--- src/rtl/interface_adapter_timers_irq_defines.svh ---
// Assertion macros for the interface adapter top-level RTL.
`ifndef INTERFACE_ADAPTER_TIMERS_IRQ_DEFINES_SVH
`define INTERFACE_ADAPTER_TIMERS_IRQ_DEFINES_SVH

`ifndef SYNTH
`define IAT_ASSERT_CLK(lbl, ck, rn, prop) \
	lbl: assert property (@(posedge ck) disable iff (!rn) prop) \
		else $error("interface adapter assertion failed");
`define IAT_ASSERT(lbl, prop) `IAT_ASSERT_CLK(lbl, clk, arst_n, prop)
`else
`define IAT_ASSERT_CLK(lbl, ck, rn, prop)
`define IAT_ASSERT(lbl, prop)
`endif

`endif

--- src/rtl/iat_pkg.sv ---
// Types and constants shared by the interface adapter modules.
package iat_pkg;

	// Request commands.
	localparam logic [1:0] CMD_TICK  = 2'd0;
	localparam logic [1:0] CMD_READ  = 2'd1;
	localparam logic [1:0] CMD_WRITE = 2'd2;

	// Register map.
	localparam logic [3:0] REG_ORB    = 4'd0;
	localparam logic [3:0] REG_ORA    = 4'd1;
	localparam logic [3:0] REG_DDRB   = 4'd2;
	localparam logic [3:0] REG_DDRA   = 4'd3;
	localparam logic [3:0] REG_T1CL   = 4'd4;
	localparam logic [3:0] REG_T1CH   = 4'd5;
	localparam logic [3:0] REG_T1LL   = 4'd6;
	localparam logic [3:0] REG_T1LH   = 4'd7;
	localparam logic [3:0] REG_T2CL   = 4'd8;
	localparam logic [3:0] REG_T2CH   = 4'd9;
	localparam logic [3:0] REG_SR     = 4'd10;
	localparam logic [3:0] REG_ACR    = 4'd11;
	localparam logic [3:0] REG_PCR    = 4'd12;
	localparam logic [3:0] REG_IFR    = 4'd13;
	localparam logic [3:0] REG_IER    = 4'd14;
	localparam logic [3:0] REG_ORA_NH = 4'd15;

	// Interrupt flag and auxiliary control bit positions.
	localparam int IRQ_T1_BIT   = 6;
	localparam int IRQ_T2_BIT   = 5;
	localparam int AUX_T1_FREE  = 6;
	localparam int AUX_T2_PULSE = 5;
	localparam int IER_SET_BIT  = 7;

	typedef struct packed {
		logic [1:0] command;
		logic [3:0] reg_index;
		logic [7:0] write_data;
		logic       device_select;
		logic       no_side_effect;
		logic [7:0] port_a_pins;
		logic [7:0] port_b_pins;
	} in_item_t;

	typedef struct packed {
		logic [7:0] read_data;
		logic       irq;
		logic [7:0] port_a_drive;
		logic [7:0] port_b_drive;
	} out_item_t;

	// Control from the register block to the timers.
	typedef struct packed {
		logic       tick;
		logic       wr_en;
		logic [3:0] idx;
		logic [7:0] wdata;
		logic       t1_free;
		logic       t2_pulse;
	} tmr_ctl_t;

	// Timer status back to the register block.
	typedef struct packed {
		logic [15:0] t1_count;
		logic [15:0] t1_latch;
		logic [15:0] t2_count;
		logic [15:0] t2_latch;
		logic        t1_set;
		logic        t2_set;
	} tmr_stat_t;

endpackage

--- src/rtl/iat_if.sv ---
// Valid/ready request channels for the interface adapter.
interface iat_in_if;
	logic             valid;
	logic             ready;
	iat_pkg::in_item_t data;
	modport source(output valid, output data, input ready);
	modport sink(input valid, input data, output ready);
endinterface

interface iat_out_if;
	logic              valid;
	logic              ready;
	iat_pkg::out_item_t data;
	modport source(output valid, output data, input ready);
	modport sink(input valid, input data, output ready);
endinterface

--- src/rtl/iat_timers.sv ---
// Two 16-bit down-counters with reload latches and phase control.
module iat_timers (
	input  logic              clk,
	input  logic              arst_n,
	input  iat_pkg::tmr_ctl_t  ctl,
	output iat_pkg::tmr_stat_t stat
);

	typedef enum logic [1:0] {
		PH_INACTIVE = 2'd0,
		PH_LOAD     = 2'd1,
		PH_ACTIVE   = 2'd2
	} phase_t;

	logic [15:0] t1_latch_q, t1_count_q, t2_latch_q, t2_count_q;
	phase_t      t1_phase_q, t2_phase_q;
	logic        t1_wrapped_q;

	// A wrap happens when a counting timer steps from zero.
	logic t1_wrap, t2_wrap;
	assign t1_wrap = (t1_phase_q != PH_LOAD) && (t1_count_q == '0);
	assign t2_wrap = (t2_phase_q != PH_LOAD) && (t2_count_q == '0);

	assign stat.t1_count = t1_count_q;
	assign stat.t1_latch = t1_latch_q;
	assign stat.t2_count = t2_count_q;
	assign stat.t2_latch = t2_latch_q;
	assign stat.t1_set   = ctl.tick && t1_wrap && (t1_phase_q == PH_ACTIVE);
	assign stat.t2_set   = ctl.tick && t2_wrap && (t2_phase_q == PH_ACTIVE);

	always_ff @(posedge clk or negedge arst_n) begin
		if (!arst_n) begin
			t1_latch_q   <= '0;
			t1_count_q   <= '0;
			t2_latch_q   <= '0;
			t2_count_q   <= '0;
			t1_phase_q   <= PH_INACTIVE;
			t2_phase_q   <= PH_INACTIVE;
			t1_wrapped_q <= 1'b0;
		end else if (ctl.tick) begin
			case (t1_phase_q)
				PH_LOAD: begin
					t1_count_q   <= t1_latch_q;
					t1_phase_q   <= (t1_wrapped_q && !ctl.t1_free) ? PH_INACTIVE : PH_ACTIVE;
					t1_wrapped_q <= 1'b0;
				end
				default: begin
					t1_count_q <= t1_count_q - 16'd1;
					if (t1_wrap) begin
						t1_wrapped_q <= 1'b1;
						t1_phase_q   <= PH_LOAD;
					end
				end
			endcase
			case (t2_phase_q)
				PH_LOAD: begin
					t2_count_q <= t2_latch_q;
					t2_phase_q <= PH_ACTIVE;
				end
				default: begin
					t2_count_q <= t2_count_q - 16'd1;
					if (t2_wrap) begin
						t2_phase_q <= ctl.t2_pulse ? PH_ACTIVE : PH_INACTIVE;
					end
				end
			endcase
		end else if (ctl.wr_en) begin
			case (ctl.idx)
				iat_pkg::REG_T1CL, iat_pkg::REG_T1LL: begin
					t1_latch_q[7:0] <= ctl.wdata;
				end
				iat_pkg::REG_T1CH: begin
					t1_latch_q[15:8] <= ctl.wdata;
					t1_phase_q       <= PH_LOAD;
					t1_wrapped_q     <= 1'b0;
				end
				iat_pkg::REG_T1LH: begin
					t1_latch_q[15:8] <= ctl.wdata;
				end
				iat_pkg::REG_T2CL: begin
					t2_latch_q[7:0] <= ctl.wdata;
				end
				iat_pkg::REG_T2CH: begin
					t2_latch_q[15:8] <= ctl.wdata;
					t2_phase_q       <= PH_LOAD;
				end
				default: begin
				end
			endcase
		end
	end

endmodule

--- src/rtl/interface_adapter_timers_irq.sv ---
// Flow: a request accepted from the source is held in the processing stage, then moves
// into the output register when it advances and is offered to the sink from there.
// Throughput: one request per cycle while the sink keeps taking results; the register
// file and timers update in the single processing stage, ahead of the output register.
// Reset: arst_n clears the register file, timers, flags and both channel valid bits.
// Ready stays high while the output register is empty or being taken.
`include "interface_adapter_timers_irq_defines.svh"

module interface_adapter_timers_irq (
	input  logic       clk,
	input  logic       arst_n,
	iat_in_if.sink     in_ch,
	iat_out_if.source  out_ch
);

	iat_pkg::in_item_t  item_s1;
	logic               valid_s1;
	iat_pkg::out_item_t out_q;
	logic               out_valid_q;

	logic advance, is_tick, is_rd, is_wr;

	logic [7:0] dir_a_q, dir_b_q, out_a_q, out_b_q, in_a_q, in_b_q, aux_q;
	logic [6:0] ien_q, flags_q;
	logic [7:0] dir_a_n, dir_b_n, out_a_n, out_b_n, in_a_n, in_b_n, aux_n;
	logic [6:0] ien_n, flags_n, flags_clr, flags_set;
	logic [7:0] rd;
	iat_pkg::out_item_t result;

	iat_pkg::tmr_ctl_t  tctl;
	iat_pkg::tmr_stat_t tstat;

	assign advance     = valid_s1 && (!out_valid_q || out_ch.ready);
	assign in_ch.ready = !valid_s1 || advance;
	assign is_tick = advance && (item_s1.command == iat_pkg::CMD_TICK);
	assign is_rd   = advance && item_s1.device_select && (item_s1.command == iat_pkg::CMD_READ);
	assign is_wr   = advance && item_s1.device_select && (item_s1.command == iat_pkg::CMD_WRITE);

	assign tctl.tick     = is_tick;
	assign tctl.wr_en    = is_wr;
	assign tctl.idx      = item_s1.reg_index;
	assign tctl.wdata    = item_s1.write_data;
	assign tctl.t1_free  = aux_q[iat_pkg::AUX_T1_FREE];
	assign tctl.t2_pulse = aux_q[iat_pkg::AUX_T2_PULSE];

	iat_timers u_timers (
		.clk    (clk),
		.arst_n (arst_n),
		.ctl    (tctl),
		.stat   (tstat)
	);

	always_comb begin
		dir_a_n   = dir_a_q;
		dir_b_n   = dir_b_q;
		out_a_n   = out_a_q;
		out_b_n   = out_b_q;
		in_a_n    = in_a_q;
		in_b_n    = in_b_q;
		aux_n     = aux_q;
		ien_n     = ien_q;
		flags_clr = '0;
		flags_set = '0;
		rd        = '0;
		flags_set[iat_pkg::IRQ_T1_BIT] = tstat.t1_set;
		flags_set[iat_pkg::IRQ_T2_BIT] = tstat.t2_set;

		// Pins are latched only on bits that the direction mask leaves as inputs.
		if (is_tick) begin
			in_a_n = (in_a_q & dir_a_q) | (item_s1.port_a_pins & ~dir_a_q);
			in_b_n = (in_b_q & dir_b_q) | (item_s1.port_b_pins & ~dir_b_q);
		end

		if (is_rd) begin
			case (item_s1.reg_index)
				iat_pkg::REG_ORB: rd = (out_b_q & dir_b_q) | (in_b_q & ~dir_b_q);
				iat_pkg::REG_ORA, iat_pkg::REG_ORA_NH: rd = in_a_q;
				iat_pkg::REG_DDRB: rd = dir_b_q;
				iat_pkg::REG_DDRA: rd = dir_a_q;
				iat_pkg::REG_T1CL: begin
					rd = tstat.t1_count[7:0];
					flags_clr[iat_pkg::IRQ_T1_BIT] = !item_s1.no_side_effect;
				end
				iat_pkg::REG_T1CH: rd = tstat.t1_count[15:8];
				iat_pkg::REG_T1LL: rd = tstat.t1_latch[7:0];
				iat_pkg::REG_T1LH: rd = tstat.t1_latch[15:8];
				iat_pkg::REG_T2CL: begin
					rd = tstat.t2_count[7:0];
					flags_clr[iat_pkg::IRQ_T2_BIT] = !item_s1.no_side_effect;
				end
				iat_pkg::REG_T2CH: rd = tstat.t2_count[15:8];
				iat_pkg::REG_ACR: rd = aux_q;
				iat_pkg::REG_IFR: rd = {|(ien_q & flags_q), flags_q};
				iat_pkg::REG_IER: rd = {1'b1, ien_q};
				default: rd = '0;
			endcase
		end

		if (is_wr) begin
			case (item_s1.reg_index)
				iat_pkg::REG_ORB: out_b_n = item_s1.write_data;
				iat_pkg::REG_ORA, iat_pkg::REG_ORA_NH: out_a_n = item_s1.write_data;
				iat_pkg::REG_DDRB: dir_b_n = item_s1.write_data;
				iat_pkg::REG_DDRA: dir_a_n = item_s1.write_data;
				iat_pkg::REG_T1CH, iat_pkg::REG_T1LH: flags_clr[iat_pkg::IRQ_T1_BIT] = 1'b1;
				iat_pkg::REG_T2CH: flags_clr[iat_pkg::IRQ_T2_BIT] = 1'b1;
				iat_pkg::REG_ACR: aux_n = item_s1.write_data;
				iat_pkg::REG_IFR: flags_clr = item_s1.write_data[6:0];
				iat_pkg::REG_IER: begin
					if (item_s1.write_data[iat_pkg::IER_SET_BIT]) begin
						ien_n = ien_q | item_s1.write_data[6:0];
					end else begin
						ien_n = ien_q & ~item_s1.write_data[6:0];
					end
				end
				default: begin
				end
			endcase
		end

		flags_n = (flags_q & ~flags_clr) | flags_set;

		result.read_data    = rd;
		result.irq          = |(ien_n & flags_n);
		result.port_a_drive = (out_a_n & dir_a_n) | (in_a_n & ~dir_a_n);
		result.port_b_drive = (out_b_n & dir_b_n) | (in_b_n & ~dir_b_n);
	end

	always_ff @(posedge clk or negedge arst_n) begin
		if (!arst_n) begin
			dir_a_q <= '0;
			dir_b_q <= '0;
			out_a_q <= '0;
			out_b_q <= '0;
			in_a_q  <= '0;
			in_b_q  <= '0;
			aux_q   <= '0;
			ien_q   <= '0;
			flags_q <= '0;
		end else begin
			dir_a_q <= dir_a_n;
			dir_b_q <= dir_b_n;
			out_a_q <= out_a_n;
			out_b_q <= out_b_n;
			in_a_q  <= in_a_n;
			in_b_q  <= in_b_n;
			aux_q   <= aux_n;
			ien_q   <= ien_n;
			flags_q <= flags_n;
		end
	end

	always_ff @(posedge clk or negedge arst_n) begin
		if (!arst_n) begin
			valid_s1 <= 1'b0;
		end else if (in_ch.ready) begin
			valid_s1 <= in_ch.valid;
		end
	end

	always_ff @(posedge clk) begin
		if (in_ch.valid && in_ch.ready) begin
			item_s1 <= in_ch.data;
		end
	end

	always_ff @(posedge clk or negedge arst_n) begin
		if (!arst_n) begin
			out_valid_q <= 1'b0;
		end else if (advance) begin
			out_valid_q <= 1'b1;
		end else if (out_ch.ready) begin
			out_valid_q <= 1'b0;
		end
	end

	always_ff @(posedge clk) begin
		if (advance) begin
			out_q <= result;
		end
	end

	assign out_ch.valid = out_valid_q;
	assign out_ch.data  = out_q;

	`IAT_ASSERT(a_adv_fills_out, advance |=> out_valid_q)
	`IAT_ASSERT(a_irq_matches_state, advance |=> (out_q.irq == |(ien_q & flags_q)))
	`IAT_ASSERT(a_rd_zero_unless_read, (advance && !is_rd) |=> (out_q.read_data == 8'd0))
	`IAT_ASSERT(a_ready_when_empty, !out_valid_q |-> in_ch.ready)

endmodule

--- src/flat_wrapper.sv ---
// flat-port wrapper written by rule: the top's interface ports become plain ports
module interface_adapter_timers_irq_flat 
  (clk, arst_n, in_ch_valid, in_ch_data, in_ch_ready, out_ch_valid, out_ch_data, out_ch_ready);
  iat_in_if in_ch_i ();
  iat_out_if out_ch_i ();
  input  logic clk;
  input  logic arst_n;
  input wire logic [$bits(in_ch_i.valid)-1:0] in_ch_valid;
  input wire logic [$bits(in_ch_i.data)-1:0] in_ch_data;
  output wire logic [$bits(in_ch_i.ready)-1:0] in_ch_ready;
  output wire logic [$bits(out_ch_i.valid)-1:0] out_ch_valid;
  output wire logic [$bits(out_ch_i.data)-1:0] out_ch_data;
  input wire logic [$bits(out_ch_i.ready)-1:0] out_ch_ready;
  assign in_ch_i.valid = in_ch_valid;
  assign in_ch_i.data = in_ch_data;
  assign in_ch_ready = in_ch_i.ready;
  assign out_ch_valid = out_ch_i.valid;
  assign out_ch_data = out_ch_i.data;
  assign out_ch_i.ready = out_ch_ready;
  interface_adapter_timers_irq u_core (.clk(clk), .arst_n(arst_n), .in_ch(in_ch_i), .out_ch(out_ch_i));
endmodule
--- config.mk ---
export PLATFORM = sky130hd
export DESIGN_NAME = interface_adapter_timers_irq_flat
export DESIGN_NICKNAME = d
export VERILOG_FILES = /design/src/rtl/iat_pkg.sv /design/src/rtl/iat_if.sv /design/src/rtl/iat_timers.sv /design/src/rtl/interface_adapter_timers_irq.sv /design/src/flat_wrapper.sv
export VERILOG_INCLUDE_DIRS = /design/src /design/src/rtl
export SDC_FILE = /design/constraint.sdc
export NUM_CORES = 1
export LEC_CHECK = 0
export ABC_CLOCK_PERIOD_IN_PS = 2700
export BUFFER_PORTS_ARGS = -buffer_cell sky130_fd_sc_hd__buf_2
export CAP_MARGIN = 20
export CORE_MARGIN = 2
export CORE_UTILIZATION = 57
export CTS_BUF_LIST = sky130_fd_sc_hd__clkbuf_4 sky130_fd_sc_hd__clkbuf_8
export DETAILED_ROUTE_END_ITERATION = 8
export GPL_ROUTABILITY_DRIVEN = 1
export PLACE_DENSITY = 0.83
export SYNTH_ARGS = -nofsm -noshare
export SYNTH_HDL_FRONTEND = slang
export SYNTH_SLANG_ARGS = --single-unit
--- constraint.sdc ---
create_clock -name clk -period 2.7 [get_ports clk]
set_clock_uncertainty 0.05 [all_clocks]
set_input_delay 0.27 -clock clk [delete_from_list [all_inputs] [get_ports clk]]
set_output_delay 0.27 -clock clk [all_outputs]
set_load 0.1 [all_outputs]
; Yosys cells after proc, flatten, opt, wreduce, memory -nomap -nowiden
; Cells that the tools add are included.
[word_totals]
reg_bits = 198
latch_bits = 0
ramBits = 0
rom_bits = 0
inputBits = 36
output_inout_bits = 27
wordCells = 165
memories = 0
[classes]
add_sub_neg = 2
mul = 0
n_div = 0
order_cmp = 0
eq_ne = 23
shifts = 0
muxes = 42
bitwise = 28
reduce_logical = 39
[ops]
columns = operator, count
row1 = $pmux 8 s13, 1
row2 = $and 8x8->8, 10
row3 = $mux 8, 10
row4 = $or 8x8->8, 5
row5 = $logic_not 16->1, 2
row6 = $mux 16, 2
row7 = $not 8->8, 4
row8 = $sub 16x1->16 const B, 2
row9 = $and 7x7->7, 4
row10 = $mux 7, 4
row11 = $mux 2, 13
row12 = $eq 4x4->1 const B, 6
row13 = $reduce_and 3->1, 6
row14 = $eq 4x3->1 const B, 4
row15 = $not 7->7, 2
row16 = $or 7x7->7, 2
row17 = $reduce_or 7->1, 2
row18 = $logic_and 1x1->1, 13
row19 = $mux 1, 9
row20 = $eq 4x2->1 const B, 2
row21 = $reduce_bool 2->1, 4
row22 = $eq 2x1->1 const B, 3
row23 = $eq 2x2->1 const B, 3
row24 = $ne 3x3->1 const B, 2
row25 = 11 further kinds, 19

; Longest topological paths before layout
; Gate-level depths: netlist (run 1).
[logic_depth]
ltp_word = 13
mapped_depth = 9
ltp_nobuf = 8

; Cells and area by module
; From an unflattened synthesis (run 1), not the netlist that was laid out.
[unflattened]
cells_unflattened = 796
area_unflattened_um2 = 9509.1
[modules_own_cells]
columns = module, instances, cells_each, area_per_inst_um2
row1 = interface_adapter_timers_irq, 1, 450, 5945.7
row2 = iat_timers, 1, 346, 3563.4

; Least setup slack after synthesis (run 1)
; Ideal clock, no wire load.
[synth_path]
kind = register to register
start = register u_core.out_valid_q, in the netlist u_core.out_ch.valid
end = register u_core.item_s1[0] (netlist name), enable pin
arrival_time_ns = 2.834
t_required_ns = 2.245
path_slack_ns = -0.589
stages_incl_launch_ff = 4
path_buffers = 0
synth_period_minus_slack_ns = 3.289
cell_sequence = dfrtp_1 nor2b_1 nand2_1 and2_1
[synth_between]
elab_chain_len = 5
[synth_rtl]
columns = element, line_no
row1 = start: declaration, interface_adapter_timers_irq.sv:19  ; logic out_valid_q;
row2 = start signal: assignment, interface_adapter_timers_irq.sv:169  ; out_valid_q <= 1'b0;
row3 = start signal: assignment, interface_adapter_timers_irq.sv:171  ; out_valid_q <= 1'b1;
row4 = start signal: assignment, interface_adapter_timers_irq.sv:173  ; out_valid_q <= 1'b0;
row5 = $logic_not 1->1, interface_adapter_timers_irq.sv:33  ; assign advance = valid_s1 && (!out_valid_q || out_ch.ready);
row6 = $logic_or 1x1->1, interface_adapter_timers_irq.sv:33
row7 = $logic_and 1x1->1, interface_adapter_timers_irq.sv:33
row8 = $logic_or 1x1->1, interface_adapter_timers_irq.sv:34  ; assign in_ch.ready = !valid_s1 || advance;
row9 = named net in_ch_ready, flat_wrapper.sv:10  ; output wire logic [$bits(in_ch_i.ready)-1:0] in_ch_ready;
row10 = $logic_and 1x1->1, interface_adapter_timers_irq.sv:162  ; if (in_ch.valid && in_ch.ready) begin
row11 = end signal: assignment, interface_adapter_timers_irq.sv:163  ; item_s1 <= in_ch.data;
row12 = end: declaration, interface_adapter_timers_irq.sv:16  ; iat_pkg::in_item_t item_s1;
; The timed path passes the listed nets, and every way through them passes these cells.
; A chain may end at the register's enable or synchronous reset.

==> results of run 1 <==
[worst paths after layout]
path	start	cells after the start	slack, ns	end
worst max-delay path	u_core.out_ch.valid	6	0.11	u_core.out_ch.data[8]
worst min-delay path	out_ch_ready	3	0.10	u_core.out_ch.valid
worst max register to register	u_core.out_ch.valid	6	0.11	u_core.out_ch.data[8]
worst min register to register	u_core.out_a_q[5]	1	0.46	u_core.out_a_q[5]
max in group asynchronous	arst_n	3	1.52	u_core.dir_a_q[5]
min in group asynchronous	arst_n	2	0.24	u_core.u_timers.t1_phase_q[1]
[worst min-delay path, stage by stage]
cell and delay, ns:
buf_2 0.11, nand2b_1 0.15, nand2b_1 0.06
[Yosys cell counts, types with 7 or more instances]
master    number
mux2_2       108
a22oi_1       12
o21ai_0       58
nand3_1       21
clkbuf_1      38
nand2_1       67
and3_1         7
inv_1         13
a21oi_1       55
nor2_1        54
edfxtp_1      57
nor4_1        14
dfrtp_1      141
mux2i_1       15
nand2b_1      13
nor3_1        18
[power groups by stage]
stage	clock network, mW	registers (mW)	logic, mW
finish	1.97	4.19	2.26
global route	2.11	4.25	2.43
CTS	1.97	4.16	2.22
detailed placement	0	4.21	2.18
global placement	0	4.20	2.10
floorplan	0	4.37	1.31
[cell families (layout without fill, tap and decap cells)]
| logic type | count (synthesis) | count (layout) |
|---|---|---|
| XOR/XNOR | 4 | 4 |
| multiplexers | 126 | 126 |
| AND/OR/NAND/NOR | 239 | 239 |
| buffers and inverters | 60 | 190 |
| AO/OA/AOI/OAI | 176 | 176 |
| flip-flops | 198 | 198 |
| adder cells (fa/ha/maj) | 4 | 4 |
[stage by stage]
stage / instances / power, mW / instance area, um2 / hold WS [ns] / worst slack, ns
final: 1153 / 8.42 / 10900 / 0.102 / 0.112
after global routing: 1153 / 8.79 / 10900 / 0.0917 / 0.0217
after CTS: 1152 / 8.36 / 10900 / 0.0647 / 0.0754
after detailed placement: 1086 / 6.39 / 10100 / 0.181 / 0.0915
after global placement: 1086 / 6.29 / 10100 / 0.179 / 0.149
after floorplan: 807 / 5.68 / 9320 / -0.0756 / 0.00841
[layer usage]
| metal | GRT usage [%] | part of all wire [%] | vias up |
|---|---|---|---|
| li1 | - | - | 3209 |
| met3 | 6.84 | 7.8 | 92 |
| met4 | 16.7 | 4.9 | 0 |
| met2 | 49.4 | 48 | 395 |
| met5 | 0 | 0 | - |
| met1 | 40.4 | 39 | 3571 |
[placed cells by master (no fill, tap or decap), drive strengths merged, types with 6 or more instances in the layout]
cell type / n
mux2: 109
a21boi: 6
a22oi: 12
and2: 6
edfxtp: 57
dfrtp: 141
nand2: 69
dlygate4sd3: 34
nor4: 16
nand3: 21
nor2: 54
nand2b: 13
inv: 20
a21oi: 55
nor2b: 6
nor3: 22
o21ai: 58
buf: 111
and3: 7
clkbuf: 20
mux2i: 15
[repair_timing]
| action | CTS | global route |
|---|---|---|
| hold buffers | 34 | 0 |
| buffers inserted | 0 | 1 |
| hold endpoints to repair | 77 | 0 |
| gates resized for setup | 0 | 4 |
| endpoints found under the setup margin | 0 | 4 |
[layout make-up]
cell class	instances	area, um2	share of cell area (%)
clock buffers	20	256	2.36
clock inverters	12	143	1.31
inverters	13	48.8	0.449
multi-input cells	549	3850	35.4
flip-flops and latches	198	5240	48.2
well taps	216	270	2.48
repair buffers	145	1070	9.80
[flip-flops by register name, indices dropped and copies added (netlist names)]
name and cells:
u_core.item_s1 32, u_core.in_a_q 8, u_core.out_a_q 8, u_core.dir_b_q 8, u_core.valid_s1 1, u_core.flags_q 7, u_core.out_ch.data 25, u_core.u_timers.t1_count_q 16
u_core.u_timers.t2_count_q 16, u_core.u_timers.t1_latch_q 16, u_core.u_timers.t1_phase_q 2, u_core.u_timers.t1_wrapped_q 1, u_core.u_timers.t2_phase_q 2, u_core.aux_q 8, u_core.u_timers.t2_latch_q 16, u_core.dir_a_q 8
u_core.in_b_q 8, u_core.out_ch.valid 1, u_core.out_b_q 8, u_core.ien_q 7
==> impl_metrics.csv, run 1 <==
group,metric,value,unit
worst_setup_path,max_stage_delay,0.49,ns
yosys,yosys.area_share.adder,0.538,%
grt,grt_pass1_wl,41.1,mm
power_and_ir_drop,swShare,36.7,%
clocking,cts_tree,"built",
power_and_ir_drop,p_leak,4.66,nW
worst_setup_path,path_cells,"nor2b_4 -> nor3_2 -> buf_4 -> and2_1 -> mux2_2 -> mux2_2",
yosys,synth.top_cells.by_area,"dfrtp_1 (38%), edfxtp_1 (18%), mux2_2 (13%)",
placed_design,gp_congestion,1.00,
placed_design,port_buffers,62,
route,antenna_left,0,
route,num_vias,7267,
yosys,synth_edf_count,57,
power_and_ir_drop,seq_power_share,49.8,%
sta,fin_crit_sh,95.9,%
yosys,synth_top_area_share,37.9,%
clocking,numCtsBuffers,17,
clocking,cts.reportedPaths.clkPinSlew,0.11,ns
route,vias_per_cell,6.30,
hold_path,hold_path_class,"in -> reg",
die,die_y,132,um
sta,post-route-min-period,2.59,ns
yosys,postSynthCellCount,807,
clocking,clk_latency,0.48,ns
power_and_ir_drop,power_density,774,nW/um2
worst_setup_path,worstSetupPathType,"reg -> reg",
sta,setup_viol,0,
yosys,yosys.area_share.simple,13.3,%
die,rows,46,
finish,drive_gt1_share,29.0,%
sta,max_freq,386,MHz
worst_setup_path,worst_path_max_delay_cell,"dfrtp_4",
route,drt-total-wl,26.3,mm
yosys,synth-compound-area-share,11.6,%
finish,area_growth,16.9,%
worst_setup_path,start_kind,"register",
grt,track_usage,31.1,%
route,drtIter0Drc,864,
sta,setup_tns,0,ns
yosys,synth_top_family_by_area,"multiplexers",
sta,worst_pin_slew,0.707,ns
grt,grt_antenna_before_repair,0,
worst_setup_path,arrival,2.78,ns
finish,post-route-util,68.2,%
yosys,syn_nets,847,
sta,final-hold-violation-count,0,
worst_setup_path,path_max_fanout,8,
grt,grt_pass1_vias,7298,
finish,diodes,0,
die,coreArea,15900,um2
yosys,ys.flop_type,"dfrtp_1",
worst_setup_path,cp_common_cell,"mux2_2",
finish,nets,964,
yosys,synth_area_per_cell,11.5,um2
flow_run,drv_cap,0,
clocking,htree_levels,4,
power_and_ir_drop,intPower,5.34,mW
power_and_ir_drop,power.share.clock,23.4,%
finish,n_fill_cell,1121,
yosys,mappedNetlistArea,9310,um2
route,drt_first_pass_iters,8,
clocking,cts.sink_count,198,
die,design.portCount,63,
clocking,cts_buffer_depth,2,
grt,grt_max_degree,61,
route,route.detailed.drc,0,
worst_setup_path,path_buf_inv,1,
clocking,cts-root-buf,"clkbuf_8",
grt,globalRouteOverflowTotal,0,
yosys,synthXorXnorAreaFrac,0.376,%
yosys,yosysWarningCount,0,
power_and_ir_drop,p_comb_share,26.9,%
power_and_ir_drop,peakVddDrop,688,uV
die,dieWidth,132,um
yosys,async_flop_share,71.2,%
die,die-area,17400,um2
outcome,status,"completed",
yosys,synthMuxAreaShare,15.3,%
sta,maxSlewViolCount,0,
yosys,synth_cell_types,62,
worst_setup_path,cp_top_family,"simple AND/OR/NAND/NOR gates",
die,start_util,58.4,%
yosys,ys_ff_latch,198,
yosys,yosysSeqAreaShare,56.3,%
route,wl_per_cell,22.8,um
power_and_ir_drop,p_sw,3.09,mW
placed_design,dp_hpwl,17.5,mm
worst_setup_path,critPathCaptureType,"register",
sta,maxSlewHeadroom,52.8,%
yosys,synth_top_area_cell,"dfrtp_1",
sta,rsz0062_at_grt,"false",
worst_setup_path,cp_data_required_time,2.90,ns
(Power assumes the default switching activity.)
==> run 2, diff against run 1 <==
CTS_BUF_LIST = sky130_fd_sc_hd__clkbuf_8   (was sky130_fd_sc_hd__clkbuf_4 sky130_fd_sc_hd__clkbuf_8)
==> run 2 against run 1 <==
  * Sequential power about the same
  * Cell area down 0.15%
  * Core utilization down 0.10 points
  * Critical endpoint is now u_core.out_ch.data[14]
  * Largest power group unchanged
==> impl_metrics.csv, run 2 (synthesis gave the netlist of run 1 again) <==
group,metric,value,unit
sta,fin_crit_sh,97.3,%
finish,n_fill_cell,1130,
route,drt_first_pass_iters,7,
sta,setup_viol,0,
die,die_y,132,um
clocking,numCtsBuffers,17,
clocking,cts_tree,"built",
placed_design,gp_congestion,1.00,
hold_path,hp-start,"out_ch_ready",
worst_setup_path,start_kind,"register",
finish,final_common_cell,"dfrtp_1",
sta,rsz0062_at_grt,"false",
die,rows,46,
route,num_vias,7322,
sta,setup_tns,0,ns
hold_path,holdPathEnd,"u_core.valid_s1",
sta,final-hold-violation-count,0,
power_and_ir_drop,intPower,5.30,mW
clocking,cts-root-buf,"clkbuf_8",
grt,grt_pass1_wl,40.9,mm
sta,worst_pin_slew,0.677,ns
route,route.detailed.drc,0,
worst_setup_path,arrival,2.82,ns
worst_setup_path,critPathCaptureType,"register",
clocking,htree_levels,4,
hold_path,hold_path_class,"in -> reg",
worst_setup_path,r2r-end,"u_core.out_ch.data[14]",
worst_setup_path,path_max_fanout,9,
power_and_ir_drop,seq_power_share,50.1,%
sta,post-route-min-period,2.63,ns
clocking,cts.reportedPaths.clkPinSlew,0.10,ns
worst_setup_path,rrSetupSlack,0.07,ns
die,design.portCount,63,
grt,globalRouteOverflowTotal,0,
outcome,status,"completed",
worst_setup_path,cp_data_required_time,2.89,ns
placed_design,dp_hpwl,17.5,mm
finish,area_growth,16.7,%
worst_setup_path,reg2reg_depth,6,
clocking,clk_latency,0.48,ns
finish,diodes,0,
power_and_ir_drop,p_leak,4.66,nW
power_and_ir_drop,p_comb_share,27.1,%
power_and_ir_drop,peakVddDrop,548,uV
power_and_ir_drop,swShare,36.7,%
grt,track_usage,31.0,%
die,coreArea,15900,um2
route,wl_per_cell,22.7,um
worst_setup_path,worstSetupPathType,"reg -> reg",
hold_path,hold_depth,4,
power_and_ir_drop,p_sw,3.07,mW
finish,top_register,"u_core.item_s1",
placed_design,port_buffers,62,
power_and_ir_drop,power_density,770,nW/um2
die,die-area,17400,um2
power_and_ir_drop,power,8.36,mW
clocking,cts_buffer_depth,2,
grt,grt_max_degree,61,
route,drtIter0Drc,946,
finish,largest_reg_flops,32,
flow_run,drv_cap,0,
die,dieWidth,132,um
route,vias_per_cell,6.35,
finish,layout_common_cells,"dfrtp_1 (140), mux2_2 (108), nand2_1 (66), buf_2 (61)",
route,drt-total-wl,26.2,mm
finish,drive_gt1_share,28.6,%
power_and_ir_drop,power.share.clock,22.8,%
die,start_util,58.4,%
grt,grt_antenna_before_repair,0,
sta,maxSlewViolCount,0,
finish,nets,964,
grt,grt_pass1_vias,7260,
clocking,cts.sink_count,198,
worst_setup_path,r2r_start,"u_core.out_ch.valid",
sta,max_freq,380,MHz
route,antenna_left,0,
sta,maxSlewHeadroom,54.9,%
==> run 2: cell count changes in the layout (fill, tap and decap cells not counted), sizes merged <==
| cell | before | now |
|---|---|---|
| clkbuf | 20 | 17 |
| inv | 20 | 23 |
==> run 2: power groups by stage <==
stage	combinational [mW]	clock (mW)	sequential (mW)
2_1_floorplan	1.31	0	4.37
3_3_place_gp	2.10	0	4.20
3_5_place_dp	2.18	0	4.21
4_1_cts	2.23	1.93	4.16
5_1_grt	2.44	2.06	4.25
6_report	2.26	1.91	4.19
==> run 2: repair_timing <==
item | 4_1_cts | 5_1_grt
buffers inserted | 0 | 1
endpoints found under the hold margin | 77 | 0
resized for setup | 0 | 4
hold buffers | 34 | 0
endpoints found under the setup margin | 0 | 3
==> run 2: worst max path at each step <==
| stage | from | to | slack, ns |
|---|---|---|---|
| 6_report | u_core.out_ch.valid | u_core.out_ch.data[14] | 0.07 |
| 5_1_grt | u_core.valid_s1 | u_core.out_ch.data[16] | 0.02 |
| 4_1_cts | u_core.item_s1[26] | u_core.out_ch.data[16] | 0.08 |
| 3_5_place_dp | u_core.item_s1[26] | u_core.out_ch.data[16] | 0.09 |
| 3_3_place_gp | u_core.item_s1[26] | u_core.out_ch.data[16] | 0.15 |
| 2_1_floorplan | u_core.out_ch.valid | u_core.out_ch.data[16] | 0.008 |
==> run 2: area by class of cell <==
cell class / instances / area [um2] / share of cell area, %
clock buffers: 17 / 234 / 2.15
clock inverters: 15 / 154 / 1.42
inverters: 13 / 48.8 / 0.449
multi-input cells: 549 / 3850 / 35.4
flip-flops and latches: 198 / 5240 / 48.3
well taps: 216 / 270 / 2.49
repair buffers: 145 / 1070 / 9.81
==> run 2: worst max-delay path: stages (launching register included) <==
cell and delay (ns):
dfrtp_4 0.49, nor2b_4 0.16, nor3_2 0.29, buf_4 0.23, nand3_1 0.38, o21ai_1 0.41, mux2_2 0.38
==> run 2: layer usage <==
layer	GRT usage [%]	share of wire (%)	up-vias	routed length [um]
met5	0	0	-	0
met4	14.9	4.1	0	1060
met3	5.84	8.3	75	2190
met2	50.7	49	442	12900
met1	40.3	38	3596	10100
li1	-	-	3209	-
==> run 2: stage by stage <==
step                      instance area, um2  hold slack [ns]  worst slack, ns  instances  util (%)
after floorplan                         9320          -0.0756          0.00841        807         -
after global placement                 10100            0.179            0.149       1086      63.5
after detailed placement               10100            0.181           0.0915       1086      63.5
after CTS                              10800           0.0594           0.0753       1152      68.0
after global routing                   10900           0.0948           0.0181       1153      68.1
final                                  10900           0.0999           0.0718       1153      68.1
